<file path="src/pfc_pkg.sv">
// pfc_pkg: shared types, constants and helper functions for the pixel format converter
// no dependencies; imported by the interfaces and all pfc modules
`default_nettype none

package pfc_pkg;

	localparam int unsigned PIX_W = 32;
	localparam int unsigned CNT_W = 3;
	localparam int unsigned FMT_W = 3;
	localparam int unsigned APB_AW = 3;
	localparam int unsigned APB_DW = 32;

	// pixel formats, all with 8-bit channels
	typedef enum logic [FMT_W-1:0] {
		FMT_L8    = 3'd0,
		FMT_A8    = 3'd1,
		FMT_LA8   = 3'd2,
		FMT_R8    = 3'd3,
		FMT_RGB8  = 3'd4,
		FMT_BGR8  = 3'd5,
		FMT_RGBA8 = 3'd6,
		FMT_BGRA8 = 3'd7
	} fmt_t;

	// register indexes on the configuration port
	typedef enum logic {
		REG_SRC_FMT = 1'b0,
		REG_DST_FMT = 1'b1
	} reg_idx_t;

	// format pair handed from the register block to the datapath
	typedef struct packed {
		fmt_t src_fmt;
		fmt_t dst_fmt;
	} cfg_t;

	localparam logic [7:0]       ALPHA_OPAQUE = 8'hFF;
	localparam logic [PIX_W-1:0] PIX_ZERO     = '0;

	// bytes per pixel of a format
	function automatic logic [CNT_W-1:0] fmt_bytes(input fmt_t f);
		logic [CNT_W-1:0] n;
		case (f)
			FMT_L8, FMT_A8, FMT_R8:   n = 3'd1;
			FMT_LA8:                  n = 3'd2;
			FMT_RGB8, FMT_BGR8:       n = 3'd3;
			FMT_RGBA8, FMT_BGRA8:     n = 3'd4;
			default:                  n = 3'd4;
		endcase
		return n;
	endfunction

	// mask covering the low n bytes of a pixel
	function automatic logic [PIX_W-1:0] bytes_mask(input logic [CNT_W-1:0] n);
		logic [PIX_W-1:0] m;
		case (n)
			3'd1:    m = 32'h0000_00FF;
			3'd2:    m = 32'h0000_FFFF;
			3'd3:    m = 32'h00FF_FFFF;
			default: m = 32'hFFFF_FFFF;
		endcase
		return m;
	endfunction

	function automatic logic is_quad(input fmt_t f);
		return (f == FMT_RGBA8) || (f == FMT_BGRA8);
	endfunction

	function automatic logic is_tri(input fmt_t f);
		return (f == FMT_RGB8) || (f == FMT_BGR8);
	endfunction

	function automatic logic is_lum(input fmt_t f);
		return (f == FMT_L8) || (f == FMT_R8);
	endfunction

endpackage

`default_nettype wire

</file>
<file path="src/pfc_stream_if.sv">
// pfc_in_if / pfc_out_if: valid/ready stream channels for source and destination pixels
// depends on pfc_pkg for the payload widths
`default_nettype none

interface pfc_in_if;
	import pfc_pkg::*;

	logic             valid;
	logic             ready;
	logic [PIX_W-1:0] pixel_in;
	logic             last_in;

	modport source(output valid, output pixel_in, output last_in, input ready);
	modport sink(input valid, input pixel_in, input last_in, output ready);
endinterface

interface pfc_out_if;
	import pfc_pkg::*;

	logic             valid;
	logic             ready;
	logic [PIX_W-1:0] pixel_out;
	logic [CNT_W-1:0] byte_count;
	logic             supported;
	logic             last_out;

	modport source(output valid, output pixel_out, output byte_count, output supported,
		output last_out, input ready);
	modport sink(input valid, input pixel_out, input byte_count, input supported,
		input last_out, output ready);
endinterface

`default_nettype wire

</file>
<file path="src/pfc_cfg_regs.sv">
// pfc_cfg_regs: APB-style register block holding the source and destination formats
// depends on pfc_pkg
`default_nettype none

module pfc_cfg_regs (
	input  wire logic                        clk,
	input  wire logic                        arst_n,
	input  wire logic                        psel,
	input  wire logic                        penable,
	input  wire logic                        pwrite,
	input  wire logic [pfc_pkg::APB_AW-1:0]  paddr,
	input  wire logic [pfc_pkg::APB_DW-1:0]  pwdata,
	output logic      [pfc_pkg::APB_DW-1:0]  prdata,
	output logic                             pready,
	output pfc_pkg::cfg_t                    cfg
);
	import pfc_pkg::*;

	fmt_t     src_fmt_q;
	fmt_t     dst_fmt_q;
	reg_idx_t idx;
	logic     wr_en;

	// register index from the word address
	assign idx    = reg_idx_t'(paddr[2]);
	assign pready = 1'b1;
	assign wr_en  = psel && penable && pwrite && pready;

	// format registers
	always_ff @(posedge clk or negedge arst_n) begin
		if (!arst_n) begin
			src_fmt_q <= FMT_L8;
			dst_fmt_q <= FMT_L8;
		end else if (wr_en) begin
			case (idx)
				REG_SRC_FMT: src_fmt_q <= fmt_t'(pwdata[FMT_W-1:0]);
				REG_DST_FMT: dst_fmt_q <= fmt_t'(pwdata[FMT_W-1:0]);
				default: ;
			endcase
		end
	end

	// read back
	always_comb begin
		prdata = '0;
		case (idx)
			REG_SRC_FMT: prdata[FMT_W-1:0] = src_fmt_q;
			REG_DST_FMT: prdata[FMT_W-1:0] = dst_fmt_q;
			default:     prdata = '0;
		endcase
	end

	assign cfg.src_fmt = src_fmt_q;
	assign cfg.dst_fmt = dst_fmt_q;

endmodule

`default_nettype wire

</file>
<file path="src/pfc_convert.sv">
// pfc_convert: combinational byte shuffle from one pixel format to another
// depends on pfc_pkg
`default_nettype none

module pfc_convert (
	input  wire pfc_pkg::cfg_t              cfg,
	input  wire logic [pfc_pkg::PIX_W-1:0]  pixel,
	output logic      [pfc_pkg::PIX_W-1:0]  result,
	output logic      [pfc_pkg::CNT_W-1:0]  byte_count,
	output logic                            supported
);
	import pfc_pkg::*;

	fmt_t             s;
	fmt_t             d;
	logic [PIX_W-1:0] p;
	logic [7:0]       b0, b1, b2, b3;
	logic [PIX_W-1:0] r;
	logic             ok;

	assign s  = cfg.src_fmt;
	assign d  = cfg.dst_fmt;

	// bytes beyond the source size are ignored
	assign p  = pixel & bytes_mask(fmt_bytes(s));
	assign b0 = p[7:0];
	assign b1 = p[15:8];
	assign b2 = p[23:16];
	assign b3 = p[31:24];

	// conversion table, first match wins
	always_comb begin
		ok = 1'b1;
		r  = PIX_ZERO;
		if (s == FMT_L8 && d == FMT_LA8)
			r = {16'h0, b0, ALPHA_OPAQUE};
		else if (s == FMT_LA8 && d == FMT_L8)
			r = {24'h0, b1};
		else if (s == FMT_A8 && d == FMT_LA8)
			r = {16'h0, ALPHA_OPAQUE, b0};
		else if (s == FMT_LA8 && d == FMT_A8)
			r = {24'h0, b0};
		else if (is_lum(s) && is_quad(d))
			r = {ALPHA_OPAQUE, b0, b0, b0};
		else if (is_quad(s) && d == FMT_L8)
			r = {24'h0, b0};
		else if (is_lum(s) && is_tri(d))
			r = {8'h0, b0, b0, b0};
		else if (is_tri(s) && is_lum(d))
			r = {24'h0, b0};
		else if (s == FMT_A8 && is_quad(d))
			r = {b0, ALPHA_OPAQUE, ALPHA_OPAQUE, ALPHA_OPAQUE};
		else if (is_quad(s) && d == FMT_A8)
			r = {24'h0, b3};
		else if (s == FMT_LA8 && is_quad(d))
			r = {b1, b0, b0, b0};
		else if (is_quad(s) && d == FMT_LA8)
			r = {16'h0, b3, b0};
		else if ((s == FMT_RGB8 && d == FMT_RGBA8) || (s == FMT_BGR8 && d == FMT_BGRA8))
			r = {ALPHA_OPAQUE, b2, b1, b0};
		else if ((s == FMT_RGBA8 && d == FMT_RGB8) || (s == FMT_BGRA8 && d == FMT_BGR8))
			r = {8'h0, b2, b1, b0};
		else if ((s == FMT_RGB8 && d == FMT_BGRA8) || (s == FMT_BGR8 && d == FMT_RGBA8))
			r = {ALPHA_OPAQUE, b0, b1, b2};
		else if ((s == FMT_BGRA8 && d == FMT_RGB8) || (s == FMT_RGBA8 && d == FMT_BGR8))
			r = {8'h0, b0, b1, b2};
		else if (is_tri(s) && is_tri(d) && s != d)
			r = {8'h0, b0, b1, b2};
		else if (is_quad(s) && is_quad(d) && s != d)
			r = {b3, b0, b1, b2};
		else if (s == d)
			r = p;
		else
			ok = 1'b0;
	end

	// clip to the destination size; unsupported pairs give zero
	assign byte_count = fmt_bytes(d);
	assign result     = ok ? (r & bytes_mask(fmt_bytes(d))) : PIX_ZERO;
	assign supported  = ok;

endmodule

`default_nettype wire

</file>
<file path="src/pixel_format_converter.sv">
// pixel_format_converter: top level, input register, conversion logic and result register
// depends on pfc_pkg, pfc_in_if, pfc_out_if, pfc_cfg_regs and pfc_convert
`default_nettype none

// Converts one packed pixel per item between L8, A8, LA8, R8, RGB8, BGR8, RGBA8 and BGRA8
// (byte 0 in bits 7:0). Formats are set through the APB port: source format at address 0,
// destination format at address 4; change them only while no item is in flight. Each item
// passes through the input register, then the result register after the byte shuffle, and
// the block accepts one item per cycle, stalling only when both registers are full and the
// output is not taken. Unsupported format pairs give a zero pixel with supported low;
// byte_count always reflects the destination format.
module pixel_format_converter (
	input  wire logic                        clk,
	input  wire logic                        arst_n,
	input  wire logic                        psel,
	input  wire logic                        penable,
	input  wire logic                        pwrite,
	input  wire logic [pfc_pkg::APB_AW-1:0]  paddr,
	input  wire logic [pfc_pkg::APB_DW-1:0]  pwdata,
	output logic      [pfc_pkg::APB_DW-1:0]  prdata,
	output logic                             pready,
	pfc_in_if.sink                           pix_in,
	pfc_out_if.source                        pix_out
);
	import pfc_pkg::*;

	cfg_t             cfg;
	logic             valid_s1;
	logic [PIX_W-1:0] pixel_s1;
	logic             last_s1;
	logic             valid_s2;
	logic [PIX_W-1:0] pixel_s2;
	logic [CNT_W-1:0] count_s2;
	logic             supp_s2;
	logic             last_s2;
	logic             adv_s2;
	logic             adv_s1;
	logic [PIX_W-1:0] conv_pixel;
	logic [CNT_W-1:0] conv_count;
	logic             conv_supp;

	// configuration registers
	pfc_cfg_regs u_regs (
		.clk     (clk),
		.arst_n  (arst_n),
		.psel    (psel),
		.penable (penable),
		.pwrite  (pwrite),
		.paddr   (paddr),
		.pwdata  (pwdata),
		.prdata  (prdata),
		.pready  (pready),
		.cfg     (cfg)
	);

	// stage flow control: a stage loads when it is empty or its item moves on
	assign adv_s2       = !valid_s2 || pix_out.ready;
	assign adv_s1       = !valid_s1 || adv_s2;
	assign pix_in.ready = adv_s1;

	// input register
	always_ff @(posedge clk or negedge arst_n) begin
		if (!arst_n) begin
			valid_s1 <= 1'b0;
		end else if (adv_s1) begin
			valid_s1 <= pix_in.valid;
		end
	end

	always_ff @(posedge clk) begin
		if (adv_s1 && pix_in.valid) begin
			pixel_s1 <= pix_in.pixel_in;
			last_s1  <= pix_in.last_in;
		end
	end

	// byte shuffle
	pfc_convert u_conv (
		.cfg        (cfg),
		.pixel      (pixel_s1),
		.result     (conv_pixel),
		.byte_count (conv_count),
		.supported  (conv_supp)
	);

	// result register
	always_ff @(posedge clk or negedge arst_n) begin
		if (!arst_n) begin
			valid_s2 <= 1'b0;
		end else if (adv_s2) begin
			valid_s2 <= valid_s1;
		end
	end

	always_ff @(posedge clk) begin
		if (adv_s2 && valid_s1) begin
			pixel_s2 <= conv_pixel;
			count_s2 <= conv_count;
			supp_s2  <= conv_supp;
			last_s2  <= last_s1;
		end
	end

	assign pix_out.valid      = valid_s2;
	assign pix_out.pixel_out  = pixel_s2;
	assign pix_out.byte_count = count_s2;
	assign pix_out.supported  = supp_s2;
	assign pix_out.last_out   = last_s2;

`ifndef SYNTH
	// a held item in the input register is not dropped while the output stalls
	a_s1_hold: assert property (@(posedge clk) disable iff (!arst_n)
		valid_s1 && valid_s2 && !pix_out.ready |=> valid_s1)
		else $error("input register lost an item during stall");

	// unsupported pairs always give a zero pixel
	a_unsup_zero: assert property (@(posedge clk) disable iff (!arst_n)
		valid_s2 && !supp_s2 |-> pixel_s2 == PIX_ZERO)
		else $error("unsupported pair gave a nonzero pixel");

	// byte count stays in its range
	a_count_range: assert property (@(posedge clk) disable iff (!arst_n)
		valid_s2 |-> (count_s2 == 3'd1 || count_s2 == 3'd2 || count_s2 == 3'd3 ||
			count_s2 == 3'd4))
		else $error("byte count out of range");

	// bytes beyond a single-byte destination are zero
	a_high_zero: assert property (@(posedge clk) disable iff (!arst_n)
		valid_s2 && count_s2 == 3'd1 |-> pixel_s2[31:8] == 24'h0)
		else $error("single byte pixel has stray high bytes");

	// an item taken at the input lands in the input register
	a_load_s1: assert property (@(posedge clk) disable iff (!arst_n)
		pix_in.valid && pix_in.ready |=> valid_s1)
		else $error("accepted item missing from input register");
`endif

endmodule

`default_nettype wire

</file>
<file path="src/flat_wrapper.sv">
// flat-port wrapper written by rule: the top's interface ports become plain ports
module pixel_format_converter_flat import pfc_pkg::*;
  (clk, arst_n, psel, penable, pwrite, paddr, pwdata, prdata, pready, pix_in_valid, pix_in_pixel_in, pix_in_last_in, pix_in_ready, pix_out_valid, pix_out_pixel_out, pix_out_byte_count, pix_out_supported, pix_out_last_out, pix_out_ready);
  pfc_in_if pix_in_i ();
  pfc_out_if pix_out_i ();
  input  wire logic clk;
  input  wire logic arst_n;
  input  wire logic psel;
  input  wire logic penable;
  input  wire logic pwrite;
  input  wire logic [pfc_pkg::APB_AW-1:0] paddr;
  input  wire logic [pfc_pkg::APB_DW-1:0] pwdata;
  output logic      [pfc_pkg::APB_DW-1:0] prdata;
  output logic pready;
  input wire logic [$bits(pix_in_i.valid)-1:0] pix_in_valid;
  input wire logic [$bits(pix_in_i.pixel_in)-1:0] pix_in_pixel_in;
  input wire logic [$bits(pix_in_i.last_in)-1:0] pix_in_last_in;
  output wire logic [$bits(pix_in_i.ready)-1:0] pix_in_ready;
  output wire logic [$bits(pix_out_i.valid)-1:0] pix_out_valid;
  output wire logic [$bits(pix_out_i.pixel_out)-1:0] pix_out_pixel_out;
  output wire logic [$bits(pix_out_i.byte_count)-1:0] pix_out_byte_count;
  output wire logic [$bits(pix_out_i.supported)-1:0] pix_out_supported;
  output wire logic [$bits(pix_out_i.last_out)-1:0] pix_out_last_out;
  input wire logic [$bits(pix_out_i.ready)-1:0] pix_out_ready;
  assign pix_in_i.valid = pix_in_valid;
  assign pix_in_i.pixel_in = pix_in_pixel_in;
  assign pix_in_i.last_in = pix_in_last_in;
  assign pix_in_ready = pix_in_i.ready;
  assign pix_out_valid = pix_out_i.valid;
  assign pix_out_pixel_out = pix_out_i.pixel_out;
  assign pix_out_byte_count = pix_out_i.byte_count;
  assign pix_out_supported = pix_out_i.supported;
  assign pix_out_last_out = pix_out_i.last_out;
  assign pix_out_i.ready = pix_out_ready;
  pixel_format_converter u_core (.clk(clk), .arst_n(arst_n), .psel(psel), .penable(penable), .pwrite(pwrite), .paddr(paddr), .pwdata(pwdata), .prdata(prdata), .pready(pready), .pix_in(pix_in_i), .pix_out(pix_out_i));
endmodule
</file>
<file path="config.mk">
export PLATFORM = sky130hd
export DESIGN_NAME = pixel_format_converter_flat
export DESIGN_NICKNAME = d
export VERILOG_FILES = /design/src/pfc_pkg.sv /design/src/pfc_stream_if.sv /design/src/pfc_cfg_regs.sv /design/src/pfc_convert.sv /design/src/pixel_format_converter.sv /design/src/flat_wrapper.sv
export SDC_FILE = /design/constraint.sdc
export NUM_CORES = 1
export LEC_CHECK = 0
export ABC_AREA = 1
export BUFFER_PORTS_ARGS = -buffer_cell sky130_fd_sc_hd__buf_2
export CORE_AREA = 4 4 166 104
export CTS_CLUSTER_SIZE = 14
export DETAILED_ROUTE_END_ITERATION = 10
export DIE_AREA = 0 0 170 108
export SYNTH_ARGS = -nofsm -noshare
export SYNTH_HDL_FRONTEND = slang
export SYNTH_SLANG_ARGS = --single-unit
</file>
<file path="constraint.sdc">
create_clock -name clk -period 3.5 [get_ports clk]
set_input_delay 0.7 -clock clk [delete_from_list [all_inputs] [get_ports clk]]
set_output_delay 0.7 -clock clk [all_outputs]
set_load 0.03 [all_outputs]
</file>
# Word level (Yosys, flattened, before mapping)
# Memory sizes are Yosys's and may differ from the RTL's. A register that Yosys moved wholly into a read port is not among the register bits.
# Index checks and enable logic that the tools add are counted.
[totals]
in_bits = 75
wordCells = 124
register_bits = 75
romBits = 72
ram_bits = 0
out_inout_bits = 72
n_memories = 3
latchBits = 0
[classes]
n_reduce_logical = 46
n_mul = 0
n_div = 0
addsub = 0
shifts = 0
n_mux = 41
n_eq_ne = 22
n_bitwise = 3
order_cmp = 0
[mem_list]
columns = ["name", "words", "word_bits", "read_ports", "rd_clocked_by_memory_dff", "wr", "line", "text"]
rows = [
  ["(no name shown)", 8, 3, 1, 0, 0, "pfc_pkg.sv:43", "case (f)"],
  ["(no name shown)", 8, 3, 1, 1, 0, "pfc_pkg.sv:43", ""],
  ["(no name shown)", 8, 3, 1, 0, 0, "pfc_pkg.sv:43", ""],
]
[ops]
columns = ["operator", "count"]
rows = [
  ["$mux 32", 19],
  ["$pmux 32 s3", 2],
  ["$and 32x32->32", 2],
  ["$logic_and 1x1->1", 28],
  ["$eq 3x2->1 const B", 8],
  ["$eq 3x3->1 const B", 8],
  ["$mux 1", 19],
  ["$eq 3x1->1 const B", 4],
  ["$logic_or 1x1->1", 12],
  ["$logic_not 3->1", 2],
  ["$pmux 3 s2", 1],
  ["$reduce_and 2->1", 2],
  ["$eq 3x3->1", 1],
  ["$ne 3x3->1", 1],
  ["$logic_not 1->1", 2],
  ["$not 1->1", 1],
]

# Depth between registers and ports, before layout
# An unclocked memory read counts as a cell.
[depth]
word_depth = 24
ltp_mapped = 19

# By module
# Synthesis repeated with hierarchy kept, for this count alone.
[unflattened]
hier_cells = 556
hier_area_um2 = 4852.2
[modules_own_cells]
columns = ["module", "area_per_inst_um2", "n_inst", "cells_per_inst"]
rows = [
  ["pixel_format_converter", 2197.1, 1, 82],
  ["pfc_convert", 2112.0, 1, 402],
  ["pfc_cfg_regs", 543.0, 1, 72],
]

# Least setup slack after synthesis
# Ideal clock, no wire load.
[synth_timing]
kind = "input port to flip-flop"
from = "input pix_out_ready"
to = "register u_core.count_s2[0] (netlist: u_core.pix_out.byte_count[0]) (enable)"
t_arrival_ps = 2567
path_buffers = 0
path_slack_ps = 490
setup_ps = 444
path_stages = 2
t_required_ps = 3056
cell_sequence = "inv_1 -> a21oi_1"
[synth_via]
elab_chain_cells = 2
[synth_lines]
columns = ["element", "line", "text"]
rows = [
  ["start: declaration", "flat_wrapper.sv:24", "input wire logic [$bits(pix_out_i.ready)-1:0] pix_out_ready;"],
  ["$logic_or 1x1->1", "pixel_format_converter.sv:57", "assign adv_s2 = !valid_s2 || pix_out.ready;"],
  ["$logic_and 1x1->1", "pixel_format_converter.sv:96", "if (adv_s2 && valid_s1) begin"],
  ["end: declaration", "pixel_format_converter.sv:33", "logic [CNT_W-1:0] count_s2;"],
]
# Every way passes these cells.
# A chain may end at the register's enable or synchronous reset.

# Worst setup path in the final report
[layout_timing]
from = "register u_core.u_regs.dst_fmt_q[2]"
to = "register u_core.pixel_s2[24] (netlist: u_core.pix_out.pixel_out[24]), data pin"
[layout_via]
elab_chain_cells = 23
word_cells_on_any_way = 85
[layout_lines]
columns = ["element", "line", "text"]
rows = [
  ["start: declaration", "pfc_cfg_regs.sv:20", "fmt_t dst_fmt_q;"],
  ["start signal: assignment", "pfc_cfg_regs.sv:37", "REG_DST_FMT: dst_fmt_q <= fmt_t'(pwdata[FMT_W-1:0]);"],
  ["$eq 3x3->1", "pfc_pkg.sv:66, pfc_convert.sv:59, pfc_convert.sv:63", ""],
  ["$logic_or 1x1->1", "pfc_pkg.sv:66", "return (f == FMT_RGBA8) || (f == FMT_BGRA8);"],
  ["$logic_and 1x1->1 (2 in a row)", "pfc_convert.sv:69", "else if (is_quad(s) && is_quad(d) && s != d)"],
  ["$mux 32", "pfc_convert.sv:69", ""],
  ["$mux 32", "pfc_convert.sv:67", "else if (is_tri(s) && is_tri(d) && s != d)"],
  ["$mux 32", "pfc_convert.sv:65", "else if ((s == FMT_BGRA8 && d == FMT_RGB8) || (s == FMT_RGBA8 && d == FMT_BGR8))"],
  ["$mux 32", "pfc_convert.sv:63", "else if ((s == FMT_RGB8 && d == FMT_BGRA8) || (s == FMT_BGR8 && d == FMT_RGBA8))"],
  ["$mux 32", "pfc_convert.sv:61", "else if ((s == FMT_RGBA8 && d == FMT_RGB8) || (s == FMT_BGRA8 && d == FMT_BGR8))"],
  ["[... 6 more ...]", "-", ""],
  ["$mux 32", "pfc_convert.sv:47", "else if (is_lum(s) && is_tri(d))"],
  ["$mux 32", "pfc_convert.sv:45", "else if (is_quad(s) && d == FMT_L8)"],
  ["$mux 32", "pfc_convert.sv:43", "else if (is_lum(s) && is_quad(d))"],
  ["$mux 32", "pfc_convert.sv:41", "else if (s == FMT_LA8 && d == FMT_A8)"],
  ["$mux 32", "pfc_convert.sv:39", "else if (s == FMT_A8 && d == FMT_LA8)"],
  ["$mux 32", "pfc_convert.sv:37", "else if (s == FMT_LA8 && d == FMT_L8)"],
  ["$mux 32", "pfc_convert.sv:35", "if (s == FMT_L8 && d == FMT_LA8)"],
  ["$and 32x32->32", "pfc_convert.sv:79", "assign result = ok ? (r & bytes_mask(fmt_bytes(d))) : PIX_ZERO;"],
  ["end signal: assignment", "pixel_format_converter.sv:97", "pixel_s2 <= conv_pixel;"],
  ["end: declaration", "pixel_format_converter.sv:32", "logic [PIX_W-1:0] pixel_s2;"],
]
# Several ways; a longest one is shown, not always the timed one.

==> key figures <==
Setup path
  – Crit start category: register
  – CP endpoint kind: register
  – Crit Reg-Reg Startpoint: u_core.u_regs.dst_fmt_q[2]$_DFFE_PN0P_
  – Arr. time, crit path: 2790 ps
  – CP Max Fanout: 17
  – Crit path kind: reg -> reg
  – Cell Chain, Critical Path: nand2_1 -> nor3_1 -> inv_1 -> buf_4 -> o21ai_0 -> nand2_1
  – R2R cell count: 6
  – Max incr delay on CP: 510 ps
  – Terminus of the critical flop-to-flop path: u_core.pix_out.pixel_out[24]$_SDFFCE_PN0P_
  – Slowest stage cell on the critical path: dfrtp_1
  – Most Frequent Cell on Critical Path: nand2_1
  – Critical path required time: 3570 ps
  – Reg-to-reg slack, setup: 780 ps

Outcome
  – Status: completed

Placement
  – HPWL after detailed placement: 11100 um
  – # port buffers: 85
  – Gp weighted congestion: 0.981
  – Dpl cells: 838

Drt
  – DRT iter0 DRCs: 590
  – Routed Antenna Nets: 0
  – DRC Markers: 0
  – Routed wire per std cell: 16.6 um
  – Routed vias/inst: 4.77
  – DR vias: 4075
  – DRT Pass-1 Iters: 5
  – Total Wirelength: 14200 um

Logic synthesis
  – Synth Area in Compound Gates: 12.4%
  – Post-Synth Adder-Cell Area: 0%
  – Post-synthesis cell area: 4620 um^2
  – Number of synthesized flops with an enable pin: 70
  – Largest area contributor in the netlist: edfxtp_1
  – Post-synthesis sequential area ratio: 49.8%
  – FF+latch count, synth: 78
  – Synth top area share: 45.5%
  – Synthesis Warnings: 0
  – Mux contribution to synthesized area: 0%
  – Netlist cell types: 36
  – Xor/xnor share of the synthesized area: 0%
  – Count leader, synth: nand2_1
  – Ys flop type: edfxtp_1
  – Synth cell count leaders: nand2_1, edfxtp_1, inv_1, nand3_1, o21ai_0
  – Largest family of logic cells by synthesized area: simple AND/OR/NAND/NOR gates
  – Avg Cell Area, Syn: 8.31 um^2
  – Area contributors post-synth: edfxtp_1, nand2_1, buf_4, nand3_1, inv_1
  – Synth Instances: 556
  – Async SR Flop Fraction: 10.3%
  – Post-Synth Simple-Gate Area: 25.9%

STA
  – Fin Clk Skew: 6.61 ps
  – Worst slew pin tran: 805 ps
  – Relative slew margins: 46.1%
  – Fin crit share: 77.6%
  – FMAX: 0.368 GHz
  – Count of final hold-check violations: 0
  – Setup_tns: 0 ps
  – Setup Viol. Count Final: 0
  – RSZ-0062 raised after global routing: no
  – Final Slew Violations: 0
  – Tmin final: 2720 ps

Floorplan
  – # IOs: 147
  – Floorplan Core Area: 15800 um^2
  – Die Wd: 170 um
  – Die area: 18400 um^2
  – Initial Util: 29.2%
  – Die Span Y: 108 um
  – Row Count: 36

Global route
  – GRT Residual Overflow: 0
  – Met2 Use GR: 17.3%
  – Largest net degree at the start of global routing: 35
  – First-pass GRT wire length: 21000 um
  – Global routing usage on met3: 5.88%
  – Met1 track demand over resource: 26.0%
  – GR peak layer: met1
  – Initial antenna violation count: 0
  – Number of global-route vias before repair: 3538
  – Global Route Usage Sum: 15.4%

Clock network
  – Quantity of hold-fixing buffers added after cts: 0
  – Clk_lat worst skew: 340 ps
  – Maximum clock path buffer count: 2
  – Clock root buffer: clkbuf_16
  – CTS Buf Count: 9
  – Clock sinks: 78
  – Postcts setup bufs: 0
  – Worst-path clk slew: 60 ps
  – H-tree Lvls: 3
  – CTS tree: done
  – Post-cts resize count: 0

Layout
  – Layout cells sized above 1: 21.2%
  – Diode count: 0
  – Layout Cells excl Fill: 854
  – Area Overhead vs Synth: 18.7%
  – Layout Nets: 715

Power and ir drop
  – Pwr per Cell Area: 642 nW/um^2
  – Leakage power: 2.54 nW
  – Worst vdd ir: 0.000274 V

Run
  – Max-cap violations: 0

Worst hold path
  – Tightest Hold Check Type: in -> async
## report_power, final
group          switching (mW)  internal (mW)
sequential             0.0930           1.22
clock                   0.395          0.631
combinational           0.867          0.323
total                    1.35           2.17
## worst max path at each step
| stage | startpoint | to | slack [ps] |
|---|---|---|---|
| CTS | u_core.u_regs.dst_fmt_q[2]$_DFFE_PN0P_ | u_core.pix_out.pixel_out[24]$_SDFFCE_PN0P_ | 890 |
| global placement | u_core.u_regs.dst_fmt_q[2]$_DFFE_PN0P_ | u_core.pix_out.pixel_out[24]$_SDFFCE_PN0P_ | 850 |
| detailed placement | u_core.u_regs.dst_fmt_q[2]$_DFFE_PN0P_ | u_core.pix_out.pixel_out[24]$_SDFFCE_PN0P_ | 910 |
| global route | u_core.u_regs.dst_fmt_q[2]$_DFFE_PN0P_ | u_core.pix_out.pixel_out[17]$_SDFFCE_PN0P_ | 550 |
| finish | u_core.u_regs.dst_fmt_q[2]$_DFFE_PN0P_ | u_core.pix_out.pixel_out[24]$_SDFFCE_PN0P_ | 780 |
| floorplan | pix_out_ready | u_core.pix_out.byte_count[0]$_DFFE_PP_ | 490 |
## worst max-delay path: cells and delay by family (launching register included)
family,cells,cell delay [ps]
AO/OA/AOI/OAI,1,360
buffers and inverters,2,740
flip-flops,1,510
AND/OR/NAND/NOR,3,820
## area by class of cell
type                    count  area (um^2)
inverters                  60          230
clock buffers              10          229
clock inverters             6         93.8
multi-input cells         399         1890
flip-flops and latches     78         2300
repair buffers             92          478
fillers                  1675        10300
well taps                 209          262
## flip-flops by register name, summed over array words and instances, names as in the netlist, 3 cells and up
register,cells
u_core.pix_out.byte_count,3
u_core.pixel_s1,32
u_core.u_regs.dst_fmt_q,3
u_core.pix_out.pixel_out,32
u_core.u_regs.src_fmt_q,3
## layer usage
layer	up-vias	routed length, um
met5	-	0
met4	0	104
met3	10	1810
met2	216	4820
met1	1856	7450
li1	1993	-
## placed cells by master (no fill, tap or decap), drive strengths merged
master	netlist	final
nand2	165	165
nor3	10	10
o21ai	39	39
o2111ai	5	5
o22ai	12	12
nor2	40	40
a311oi	3	3
conb	2	30
a211oi	2	2
edfxtp	70	70
clkinvlp	0	1
a21oi	33	33
nand3	45	45
or4	1	1
dfrtp	8	8
inv	60	62
clkinv	0	1
bufinv	0	2
o211ai	4	4
nand3b	1	1
clkbuf	4	10
nand4	6	6
and3	1	1
a31oi	1	1
nor3b	1	1
buf	43	92
## logic make-up after synthesis
kind of cell,after synthesis
AOI/OAI and AO/OA,99
and+or+nand+nor,270
DFF,78
buffers and inverters,107
other,2
## metrics by stage
stage          setup slack, ps  power (mW)  area (um^2)  hold slack [ps]  util, %
2_1_floorplan              490        2.16         4730              400        -
3_3_place_gp               850        2.49         5160              402     32.7
3_5_place_dp               909        2.49         5160              416     32.7
4_1_cts                    893        3.52         5490              184     34.7
5_1_grt                    550        3.71         5490              189     34.7
6_report                   783        3.52         5490              188     34.7
Power figures use the tool's default switching activity.
